--- src/hdl/nfc_pkg.sv ---
`timescale 1ns / 1ps

package nfc_pkg;

    localparam int FRAME_MAX_DEFAULT = 259;

    localparam int QUEUE_DEPTH = 4;
    localparam int LEVEL_W     = $clog2(QUEUE_DEPTH + 1);

    localparam logic [15:0] CRC_INIT = 16'h6363;
    localparam logic [15:0] CRC_POLY = 16'h8408;

    localparam logic [7:0] FUNCTION_CODE_RESET = 8'd103;
    localparam logic [7:0] MAX_PAYLOAD_RESET   = 8'd252;
    localparam logic [7:0] REPLY_FLAG          = 8'h80;

    localparam logic [7:0] FRAME_HEADER [4] = '{8'h02, 8'h00, 8'h00, 8'h01};

    // Header, function code and CRC bytes around the payload
    localparam int FRAME_OVERHEAD = 7;
    localparam int HEADER_LEN     = 4;
    localparam int DELAY_LEN      = 2;

    typedef enum logic {
        CFG_FUNCTION_CODE = 1'b0,
        CFG_MAX_PAYLOAD   = 1'b1
    } t_cfg_index;

    typedef enum logic [2:0] {
        ST_OK        = 3'd0,
        ST_SHORT     = 3'd1,
        ST_OVERFLOW  = 3'd2,
        ST_HEADER    = 3'd3,
        ST_CRC       = 3'd4,
        ST_FUNCTION  = 3'd5,
        ST_TOO_LONG  = 3'd6,
        ST_LINE_ERR  = 3'd7
    } t_status;

    typedef enum logic [1:0] {
        EX_NONE     = 2'd0,
        EX_FUNCTION = 2'd1,
        EX_TOO_LONG = 2'd2
    } t_exception;

    typedef struct packed {
        logic       is_status;
        logic [7:0] payload_byte;
        t_status    frame_status;
        logic [7:0] payload_length;
        logic [7:0] reply_code;
        t_exception exception_code;
        logic       last_result;
    } t_result;

    typedef struct packed {
        logic [1:0] count;
        t_result    first;
        t_result    second;
    } t_push;

    typedef struct packed {
        logic       en;
        t_cfg_index index;
        logic [7:0] data;
    } t_cfg_wr;

    function automatic logic [15:0] crc_a_byte(input logic [15:0] crc, input logic [7:0] b);
        logic [15:0] c;
        c = crc ^ {8'h00, b};
        for (int k = 0; k < 8; k++) begin
            if (c[0]) begin
                c = (c >> 1) ^ CRC_POLY;
            end else begin
                c = c >> 1;
            end
        end
        return c;
    endfunction

endpackage

--- src/hdl/nfc_frame_core.sv ---
`timescale 1ns / 1ps

module nfc_frame_core #(
    parameter int FRAME_MAX = nfc_pkg::FRAME_MAX_DEFAULT
) (
    input  logic            i_clk,
    input  logic            i_rst_n,
    input  logic            i_accept,
    input  logic [7:0]      i_rx_byte,
    input  logic            i_end_of_frame,
    input  logic            i_line_error,
    input  nfc_pkg::t_cfg_wr i_cfg,
    output nfc_pkg::t_push  o_push
);

    localparam int CNT_W = $clog2(FRAME_MAX + 1);

    logic [CNT_W-1:0] r_count, n_count;
    logic [15:0]      r_crc, n_crc;
    logic [15:0]      r_delay, n_delay;
    logic             r_header_ok, n_header_ok;
    logic [7:0]       r_rx_func, n_rx_func;
    logic             r_overflow, n_overflow;
    logic             r_error, n_error;
    logic [7:0]       r_function_code;
    logic [7:0]       r_max_payload;

    logic             take;
    logic             pay_v;
    logic [CNT_W-1:0] plen_full;
    logic [15:0]      plen_w;
    nfc_pkg::t_result pay_res, stat_res;

    always_comb begin
        n_count     = r_count;
        n_crc       = r_crc;
        n_delay     = r_delay;
        n_header_ok = r_header_ok;
        n_rx_func   = r_rx_func;
        n_overflow  = r_overflow;
        n_error     = r_error | i_line_error;
        pay_v       = 1'b0;
        take        = !n_error && !r_overflow;

        if (take) begin
            if (r_count >= CNT_W'(FRAME_MAX)) begin
                n_overflow = 1'b1;
            end else begin
                if (r_count >= CNT_W'(nfc_pkg::DELAY_LEN)) begin
                    n_crc = nfc_pkg::crc_a_byte(r_crc, r_delay[15:8]);
                    pay_v = (r_count >= CNT_W'(nfc_pkg::FRAME_OVERHEAD));
                end
                if (r_count < CNT_W'(nfc_pkg::HEADER_LEN) &&
                    i_rx_byte != nfc_pkg::FRAME_HEADER[r_count[1:0]]) begin
                    n_header_ok = 1'b0;
                end
                if (r_count == CNT_W'(nfc_pkg::HEADER_LEN)) begin
                    n_rx_func = i_rx_byte;
                end
                n_delay = {r_delay[7:0], i_rx_byte};
                n_count = r_count + 1'b1;
            end
        end

        // End-of-frame status from the updated frame state
        plen_full = (n_count >= CNT_W'(nfc_pkg::FRAME_OVERHEAD))
                  ? n_count - CNT_W'(nfc_pkg::FRAME_OVERHEAD) : '0;
        plen_w    = 16'(plen_full);

        stat_res                = '0;
        stat_res.is_status      = 1'b1;
        stat_res.last_result    = 1'b1;
        stat_res.payload_length = (plen_w > 16'd255) ? 8'hFF : plen_w[7:0];
        stat_res.frame_status   = nfc_pkg::ST_OK;
        stat_res.exception_code = nfc_pkg::EX_NONE;
        priority if (n_error) begin
            stat_res.frame_status = nfc_pkg::ST_LINE_ERR;
        end else if (n_count < CNT_W'(nfc_pkg::FRAME_OVERHEAD)) begin
            stat_res.frame_status = nfc_pkg::ST_SHORT;
        end else if (n_overflow) begin
            stat_res.frame_status = nfc_pkg::ST_OVERFLOW;
        end else if (!n_header_ok) begin
            stat_res.frame_status = nfc_pkg::ST_HEADER;
        end else if (n_crc[7:0] != n_delay[15:8] || n_crc[15:8] != n_delay[7:0]) begin
            stat_res.frame_status = nfc_pkg::ST_CRC;
        end else if (n_rx_func != r_function_code) begin
            stat_res.frame_status   = nfc_pkg::ST_FUNCTION;
            stat_res.exception_code = nfc_pkg::EX_FUNCTION;
            stat_res.reply_code     = n_rx_func | nfc_pkg::REPLY_FLAG;
        end else if (plen_w > 16'(r_max_payload)) begin
            stat_res.frame_status   = nfc_pkg::ST_TOO_LONG;
            stat_res.exception_code = nfc_pkg::EX_TOO_LONG;
            stat_res.reply_code     = n_rx_func | nfc_pkg::REPLY_FLAG;
        end else begin
            stat_res.frame_status = nfc_pkg::ST_OK;
        end

        pay_res              = '0;
        pay_res.payload_byte = r_delay[15:8];
        pay_res.frame_status = nfc_pkg::ST_OK;
        pay_res.exception_code = nfc_pkg::EX_NONE;
        pay_res.last_result  = !i_end_of_frame;

        o_push = '0;
        if (i_accept) begin
            priority if (pay_v && i_end_of_frame) begin
                o_push.count  = 2'd2;
                o_push.first  = pay_res;
                o_push.second = stat_res;
            end else if (pay_v) begin
                o_push.count = 2'd1;
                o_push.first = pay_res;
            end else if (i_end_of_frame) begin
                o_push.count = 2'd1;
                o_push.first = stat_res;
            end else begin
                o_push.count = 2'd0;
            end
        end
    end

    always_ff @(posedge i_clk) begin
        if (!i_rst_n) begin
            r_count         <= '0;
            r_crc           <= nfc_pkg::CRC_INIT;
            r_delay         <= '0;
            r_header_ok     <= 1'b1;
            r_rx_func       <= '0;
            r_overflow      <= 1'b0;
            r_error         <= 1'b0;
            r_function_code <= nfc_pkg::FUNCTION_CODE_RESET;
            r_max_payload   <= nfc_pkg::MAX_PAYLOAD_RESET;
        end else begin
            if (i_cfg.en) begin
                unique case (i_cfg.index)
                    nfc_pkg::CFG_FUNCTION_CODE: r_function_code <= i_cfg.data;
                    nfc_pkg::CFG_MAX_PAYLOAD:   r_max_payload   <= i_cfg.data;
                    default: ;
                endcase
            end
            if (i_accept) begin
                if (i_end_of_frame) begin
                    // frame done: back to the idle frame state
                    r_count     <= '0;
                    r_crc       <= nfc_pkg::CRC_INIT;
                    r_delay     <= '0;
                    r_header_ok <= 1'b1;
                    r_rx_func   <= '0;
                    r_overflow  <= 1'b0;
                    r_error     <= 1'b0;
                end else begin
                    r_count     <= n_count;
                    r_crc       <= n_crc;
                    r_delay     <= n_delay;
                    r_header_ok <= n_header_ok;
                    r_rx_func   <= n_rx_func;
                    r_overflow  <= n_overflow;
                    r_error     <= n_error;
                end
            end
        end
    end

endmodule

--- config.mk ---
export PLATFORM = sky130hd
export DESIGN_NAME = nfc_frame_core
export DESIGN_NICKNAME = d
export VERILOG_FILES = /design/src/hdl/nfc_pkg.sv /design/src/hdl/nfc_frame_core.sv
export SDC_FILE = /design/constraint.sdc
export NUM_CORES = 1
export LEC_CHECK = 0
export BUFFER_PORTS_ARGS = -buffer_cell sky130_fd_sc_hd__buf_4
export CORE_ASPECT_RATIO = 0.8
export CORE_UTILIZATION = 30
export CTS_CLUSTER_DIAMETER = 150
export CTS_CLUSTER_SIZE = 24
export DETAILED_ROUTE_END_ITERATION = 8
export HOLD_SLACK_MARGIN = 0.02
export PLACE_DENSITY_LB_ADDON = 0.25
export SLEW_MARGIN = 40
export SYNTH_ARGS = -nofsm -noshare
export SYNTH_HDL_FRONTEND = slang
export SYNTH_SLANG_ARGS = --single-unit
--- constraint.sdc ---
create_clock -name i_clk -period 7.2 [get_ports i_clk]
set_input_delay 1.08 -clock i_clk [delete_from_list [all_inputs] [get_ports i_clk]]
set_output_delay 1.08 -clock i_clk [all_outputs]
set_load 0.02 [all_outputs]
==> qor.yml, run 1 <==
first_pass_iters: 5
ctsResizeCount: 0
max_slew_margin_pct: 48.2
fp.dieW_um: 152
power_uw: 998
nNetsFinal: 779
worst_ep_arrival_time_ns: 5.57
cts.clk_slew.worst_paths_ns: 0.05
clk_latency_ns: 0.34
irDropWorstVdd_uv: 127
grt_max_degree: 59
drive_above_1_share_pct: 16.0
vias: 5075
fin_ws_ns: 0.547
ant_nets: 0
fin_crit_sh_pct: 92.4
design.core.area_um2: 17400
vias_per_cell: 5.23
cts_max_level: 3
rsz0062_at_grt: "no"
drv_slew: 0
ys_types: 73
die_h_um: 122
grt_pass1_vias: 4629
syn_area_per_cell_um2: 7.73
drt_iter0_markers: 421
ys_warn_count: 0
worst_pin_slew_ns: 0.776
status: "completed"
track_usage_pct: 18.9
synth_area_um2: 5380
root_buffer: "clkbuf_16"
setup_tns_ns: 0
synth-main-ff-cell: "dfxtp_1"
dpl-instance-area_um2: 6030
final-setup-viol-count: 0
synth_edf_count: 0
p_per_area_nw_per_um2: 157
crit_path_start_kind: "primary input"
fmax_mhz: 150
wl_per_cell_um: 17.1
crit_required_ns: 6.12
n_fill_cell: 1856
power.leakage_uw: 0.00250
diodes: 0
path_max_fanout: 11
ys_seq_area_share_pct: 25.3
cts_buffer_depth: 2
whs_ns: 0.471
gp_congestion: 0.833
grt_pass1_wl_um: 26700
synth_seq_cells: 68
clock_sinks: 68
synth_area_leader_cell: "dfxtp_1"
worst_setup_path_end_kind: "output port"
cts_buffers: 9
cap_violations: 0
drc: 0
period_needed_ns: 6.65
finClkSkew_ns: 0.00816
hold_viol_final: 0
area_delta_synth_final_pct: 18.4
wl_um: 16600
grt_antenna_before_repair: 0
design_area_um2: 6370
dieArea_um2: 18500
synthCells: 696
placementRows: 43
synth_top_area_share_pct: 25.3
dp_slack_ns: 0.463
dp_hpwl_um: 12100
start_util_pct: 30.9
yosys-top-cells-area: "dfxtp_1 25%, xnor2_1 5.9%, nor2_1 5.2%, nor2b_1 5.2%, a22oi_1 4.6%"
ios: 87
gr-total-overflow: 0
path_class: "in2out"
io_buffers: 78
holdCritPathClass: "reg2reg"
postSynth.asyncResetShare_pct: 0
cts_tree: "built"
## Yosys cell counts (7+ instances only)
cell,number
nand3_1,21
buf_4,12
nor4_1,7
xnor2_1,36
nand2_1,55
buf_2,9
o211ai_1,14
dfxtp_1,68
nor3b_1,7
ha_1,14
nor2_1,75
a21oi_1,19
a21boi_0,8
o21ai_0,20
inv_1,36
clkbuf_1,35
a31oi_1,13
o22ai_1,7
xor2_1,21
mux2i_1,11
nand4_1,10
nor2b_1,45
a22oi_1,33
and2_1,21
nor3_1,12
## metal layers
layer	global-route usage, %	wire (µm)	vias up
met4	5.38	250	0
met3	3.63	959	19
met1	29.2	8750	2367
met2	25.9	6690	169
li1	-	-	2520
met5	0	0	-
## area by class of cell
cell class                      count  area, µm²  area share (%)
Clock buffer                       14        274            4.30
Clock inverter                      1       30.0           0.472
Inverter                           36        135            2.12
Multi-Input combinational cell    541       3640            57.2
Sequential cell                    68       1360            21.4
Tap cell                          225        282            4.42
Timing Repair Buffer               86        646            10.1
## report_power, final
group / switching (µW) / internal, µW / total, µW
clock network: 171 / 295 / 466
registers: 9.95 / 385 / 395
logic: 84.3 / 53.0 / 137
## repair_timing
action / 4_1_cts / 5_1_grt
setup endpoints to repair: 0 / 17
hold buffers: 0 / 0
buffers inserted: 0 / 3
## worst paths after layout
check	start	to	slack (ns)	cells past startpoint
worst min register to register	r_max_payload[1]	r_max_payload[1]	0.47	2
worst max register to register	r_count[1]	r_crc[1]	3.89	8
worst max-delay path	i_line_error	o_push[52]	0.55	23
worst min-delay path	r_max_payload[1]	r_max_payload[1]	0.47	2
## metrics by stage
step / util [%] / cells
after global routing: 36.5 / 971
final: 36.5 / 971
after CTS: 36.3 / 968
after global placement: 34.6 / 953
after floorplan: - / 703
after detailed placement: 34.6 / 953
## placed cells by master (no fill, tap or decap), drive strengths merged, types with 14 or more instances in the layout
cell type and instances:
a21oi 19, a22oi 33, and2 23, buf 86
clkbuf 14, dfxtp 68, ha 14, inv 36
nand2 56, nand3 21, nor2 75, nor2b 45
nor3 14, o211ai 14, o21ai 23, xnor2 36
xor2 22
## sequential cells by signal, summed over array words and instances (netlist names)
register	flops
r_header_ok	1
r_crc	16
r_rx_func	8
r_delay	16
r_error	1
r_max_payload	8
r_overflow	1
r_function_code	8
r_count	9
## critical path, cell delays in order
cell	delay (ns)
buf_4	0.16
nor3_1	0.15
buf_4	0.21
nand4_1	0.29
nand2_1	0.27
o21ai_0	0.14
ha_1	0.25
a32oi_1	0.17
and4_1	0.25
nor3b_4	0.27
and3_1	0.34
nor2b_1	0.11
ha_1	0.30
nor2b_1	0.13
o21a_1	0.16
o21a_1	0.15
o21ai_0	0.14
a211o_1	0.14
nand2_1	0.06
or2_4	0.26
nor4b_4	0.27
nor3b_1	0.09
buf_4	0.18
## logic make-up after synthesis
| group | share of synthesized area (%) |
|---|---|
| AO/OA/AOI/OAI | 19.6 |
| AND/OR/NAND/NOR | 29.1 |
| adder cells (fa/ha/maj) | 3.26 |
| buffers and inverters | 7.75 |
| XOR/XNOR | 12.5 |
| other | 0.0697 |
| multiplexers | 2.33 |
| flip-flops | 25.3 |
No activity file was read; power rests on OpenSTA's default activity.
==> inputs of run 2 (changes only) <==
--- a/config.mk
+++ b/config.mk
@@ -11,6 +11,7 @@
 export CTS_CLUSTER_DIAMETER = 150
 export CTS_CLUSTER_SIZE = 24
 export DETAILED_ROUTE_END_ITERATION = 8
+export GPL_TIMING_DRIVEN = 0
 export HOLD_SLACK_MARGIN = 0.02
 export PLACE_DENSITY_LB_ADDON = 0.25
 export SLEW_MARGIN = 40
==> qor.yml, run 2 (synthesis gave the netlist of run 1 again) <==
drive_above_1_share_pct: 16.1  # +0.19 points
dpl-instance-area_um2: 6200  # +2.9%
worst_setup_path_end_kind: "output port"
cp-startpoint: "i_line_error"
final_cell_mix: "81 x buf_4, 75 x nor2_1, 68 x dfxtp_1, 54 x nand2_1, 45 x nor2b_1"
final_util_pct: 37.3  # +0.82 points
grt_pass1_vias: 4827  # +4.3%
p_seq_share_pct: 39.9  # +0.3 points
ios: 87  # unchanged
r2r_setup_slack_ns: 3.84  # -0.05 ns
dp.cells: 997  # +4.6%
cp_num_buf_inv: 3  # unchanged
p_per_area_nw_per_um2: 152  # -3.3%
cap_violations: 0  # unchanged
finClkSkew_ns: 0.00781  # -0.000348 ns
fin_cells: 1012  # +4.2%
diodes: 0  # unchanged
path_max_fanout: 10  # -1
endpoint: "o_push[21]"
cts_max_level: 3  # unchanged
fmax_mhz: 147  # -2.4%
path_class: "in2out"
final_common_cell: "buf_4"
n_fill_cell: 1872  # +0.86%
r2r_cells: 11  # +3
start_util_pct: 30.9  # unchanged
design.core.area_um2: 17400  # unchanged
drc: 0  # unchanged
r2r-end: "r_crc[3]"
design_area_um2: 6510  # +2.2%
swShare_pct: 27.4  # +0.81 points
crit_required_ns: 6.12  # about the same
setup_tns_ns: 0  # unchanged
cts_buffers: 9  # unchanged
period_needed_ns: 6.82  # +0.163 ns
holdCritPathClass: "reg2reg"
cp_top_family: "simple AND/OR/NAND/NOR gates"
vias: 5271  # +3.9%
drv_slew: 0  # unchanged
grt_antenna_before_repair: 0  # unchanged
regArea_um2: 1360  # unchanged
clock_sinks: 68  # unchanged
grt_max_degree: 12  # -80%
clk_latency_ns: 0.34  # about the same
pwr-share-comb_pct: 14.6  # +0.9 points
wl_per_cell_um: 17.3  # +1.2%
power.leakage_uw: 0.00258  # +3.0%
fin_crit_sh_pct: 94.7  # +2.3 points
path_depth: 22  # -4.3%
max_slew_margin_pct: 46.3  # -1.9 points
rsz0062_at_grt: "no"
fp.dieW_um: 152  # unchanged
wl_um: 17600  # +5.4%
whs_ns: 0.470  # -0.000747 ns
postCtsHoldBufs: 0  # unchanged
io_buffers: 69  # -12%
cts_buffer_depth: 2  # unchanged
track_usage_pct: 19.5  # +0.61 points
die_h_um: 122  # unchanged
final-setup-viol-count: 0  # unchanged
p_clk_share_pct: 45.5  # -1.2 points
worst_pin_slew_ns: 0.804  # +0.0287 ns
status: "completed"
gr-total-overflow: 0  # unchanged
grt_pass1_wl_um: 27400  # +2.7%
multi_input_area_um2: 3640  # unchanged
placementRows: 43  # unchanged
slowest_delay_ns: 0.48  # +0.14 ns
crit_slowest_cell: "or4_4"
drt_iter0_markers: 568  # +35%
first_pass_iters: 5  # unchanged
crit_path_cell_trace: "buf_2 -> or4_4 -> buf_2 -> nand2_2 -> o21ai_0 -> ha_1 -> a32oi_1 -> and4_1 -> nor3b_4 -> and3_2 -> nor2b_1 -> ha_1 -> nor2b_1 -> o21a_1 -> o21a_1 -> o21ai_0 -> a211o_1 -> nand2_1 -> or2_4 -> nor4b_4 -> nor3b_1 -> buf_4"
reg_top3: "r_crc x16, r_delay x16, r_count x9"
root_buffer: "clkbuf_16"
worst_ep_arrival_time_ns: 5.74  # +0.17 ns
reg2reg_from: "r_count[0]"
p_switching_uw: 270  # +1.8%
cts_tree: "built"
intPower_uw: 717  # -2.3%
dp_hpwl_um: 13300  # +9.9%
irDropWorstVdd_uv: 110  # -13%
gp_congestion: 0.869  # +4.2%
ant_nets: 0  # unchanged
cts.clk_slew.worst_paths_ns: 0.05  # about the same
area_delta_synth_final_pct: 21.0
nNetsFinal: 819  # +5.1%
dieArea_um2: 18500  # unchanged
crit_path_start_kind: "primary input"
hold_viol_final: 0  # unchanged
vias_per_cell: 5.21  # -0.35%
-- run 2: worst min-delay path by stage --
stage                                start                to  slack, ns  cells past startpoint
final                     r_max_payload[1]  r_max_payload[1]       0.47                      2
after global routing      r_max_payload[0]  r_max_payload[0]       0.50                      2
after CTS                 r_max_payload[1]  r_max_payload[1]       0.48                      2
after detailed placement  r_max_payload[1]  r_max_payload[1]       0.47                      2
after global placement    r_max_payload[1]  r_max_payload[1]       0.47                      2
after floorplan           r_max_payload[1]  r_max_payload[1]       0.44                      2
-- run 2: through the flow --
stage                     total power [µW]  setup slack (ns)
after floorplan                        497             0.783
after global placement                 543            0.0748
after detailed placement               543            0.0971
after CTS                              992            0.0205
after global routing                  1020            0.0383
final                                  987             0.384
-- run 2: repair_timing --
action                                  4_1_cts  5_1_grt
endpoints found under the setup margin        0       22
buffers inserted                              0        0
gates resized for setup                       0        4
-- run 2: power by group through the flow --
| stage | clock network [µW] | logic, µW | registers (µW) |
|---|---|---|---|
| detailed placement | 0 | 141 | 402 |
| CTS | 457 | 142 | 394 |
| global placement | 0 | 142 | 402 |
| finish | 449 | 144 | 394 |
| floorplan | 0 | 98.6 | 399 |
| global route | 471 | 156 | 395 |
-- run 2: worst register-to-register path: stages (launching register included) --
cell	delay (ns)
dfxtp_1	0.33
clkbuf_1	0.35
inv_1	0.22
ha_1	0.25
nor3_1	0.17
and3_1	0.19
buf_4	0.17
clkbuf_1	0.39
a21oi_1	0.26
o21ai_1	0.65
a22oi_1	0.20
nor2b_1	0.13
-- run 2: metal layers --
layer,GRT usage [%],wire [µm]
met1,30.0,8870
met2,27.2,7230
met3,3.90,1280
met4,4.52,162
met5,0.556,0
-- run 2: cell type report --
cell class,instances,share of cell area (%)
multi-input combinational,541,55.9
buffer,57,4.29
sequential,68,20.9
tap,225,4.33
clock buffer,12,3.79
inverter,36,2.08
timing repair buffer,69,7.96
clock inverter,4,0.750
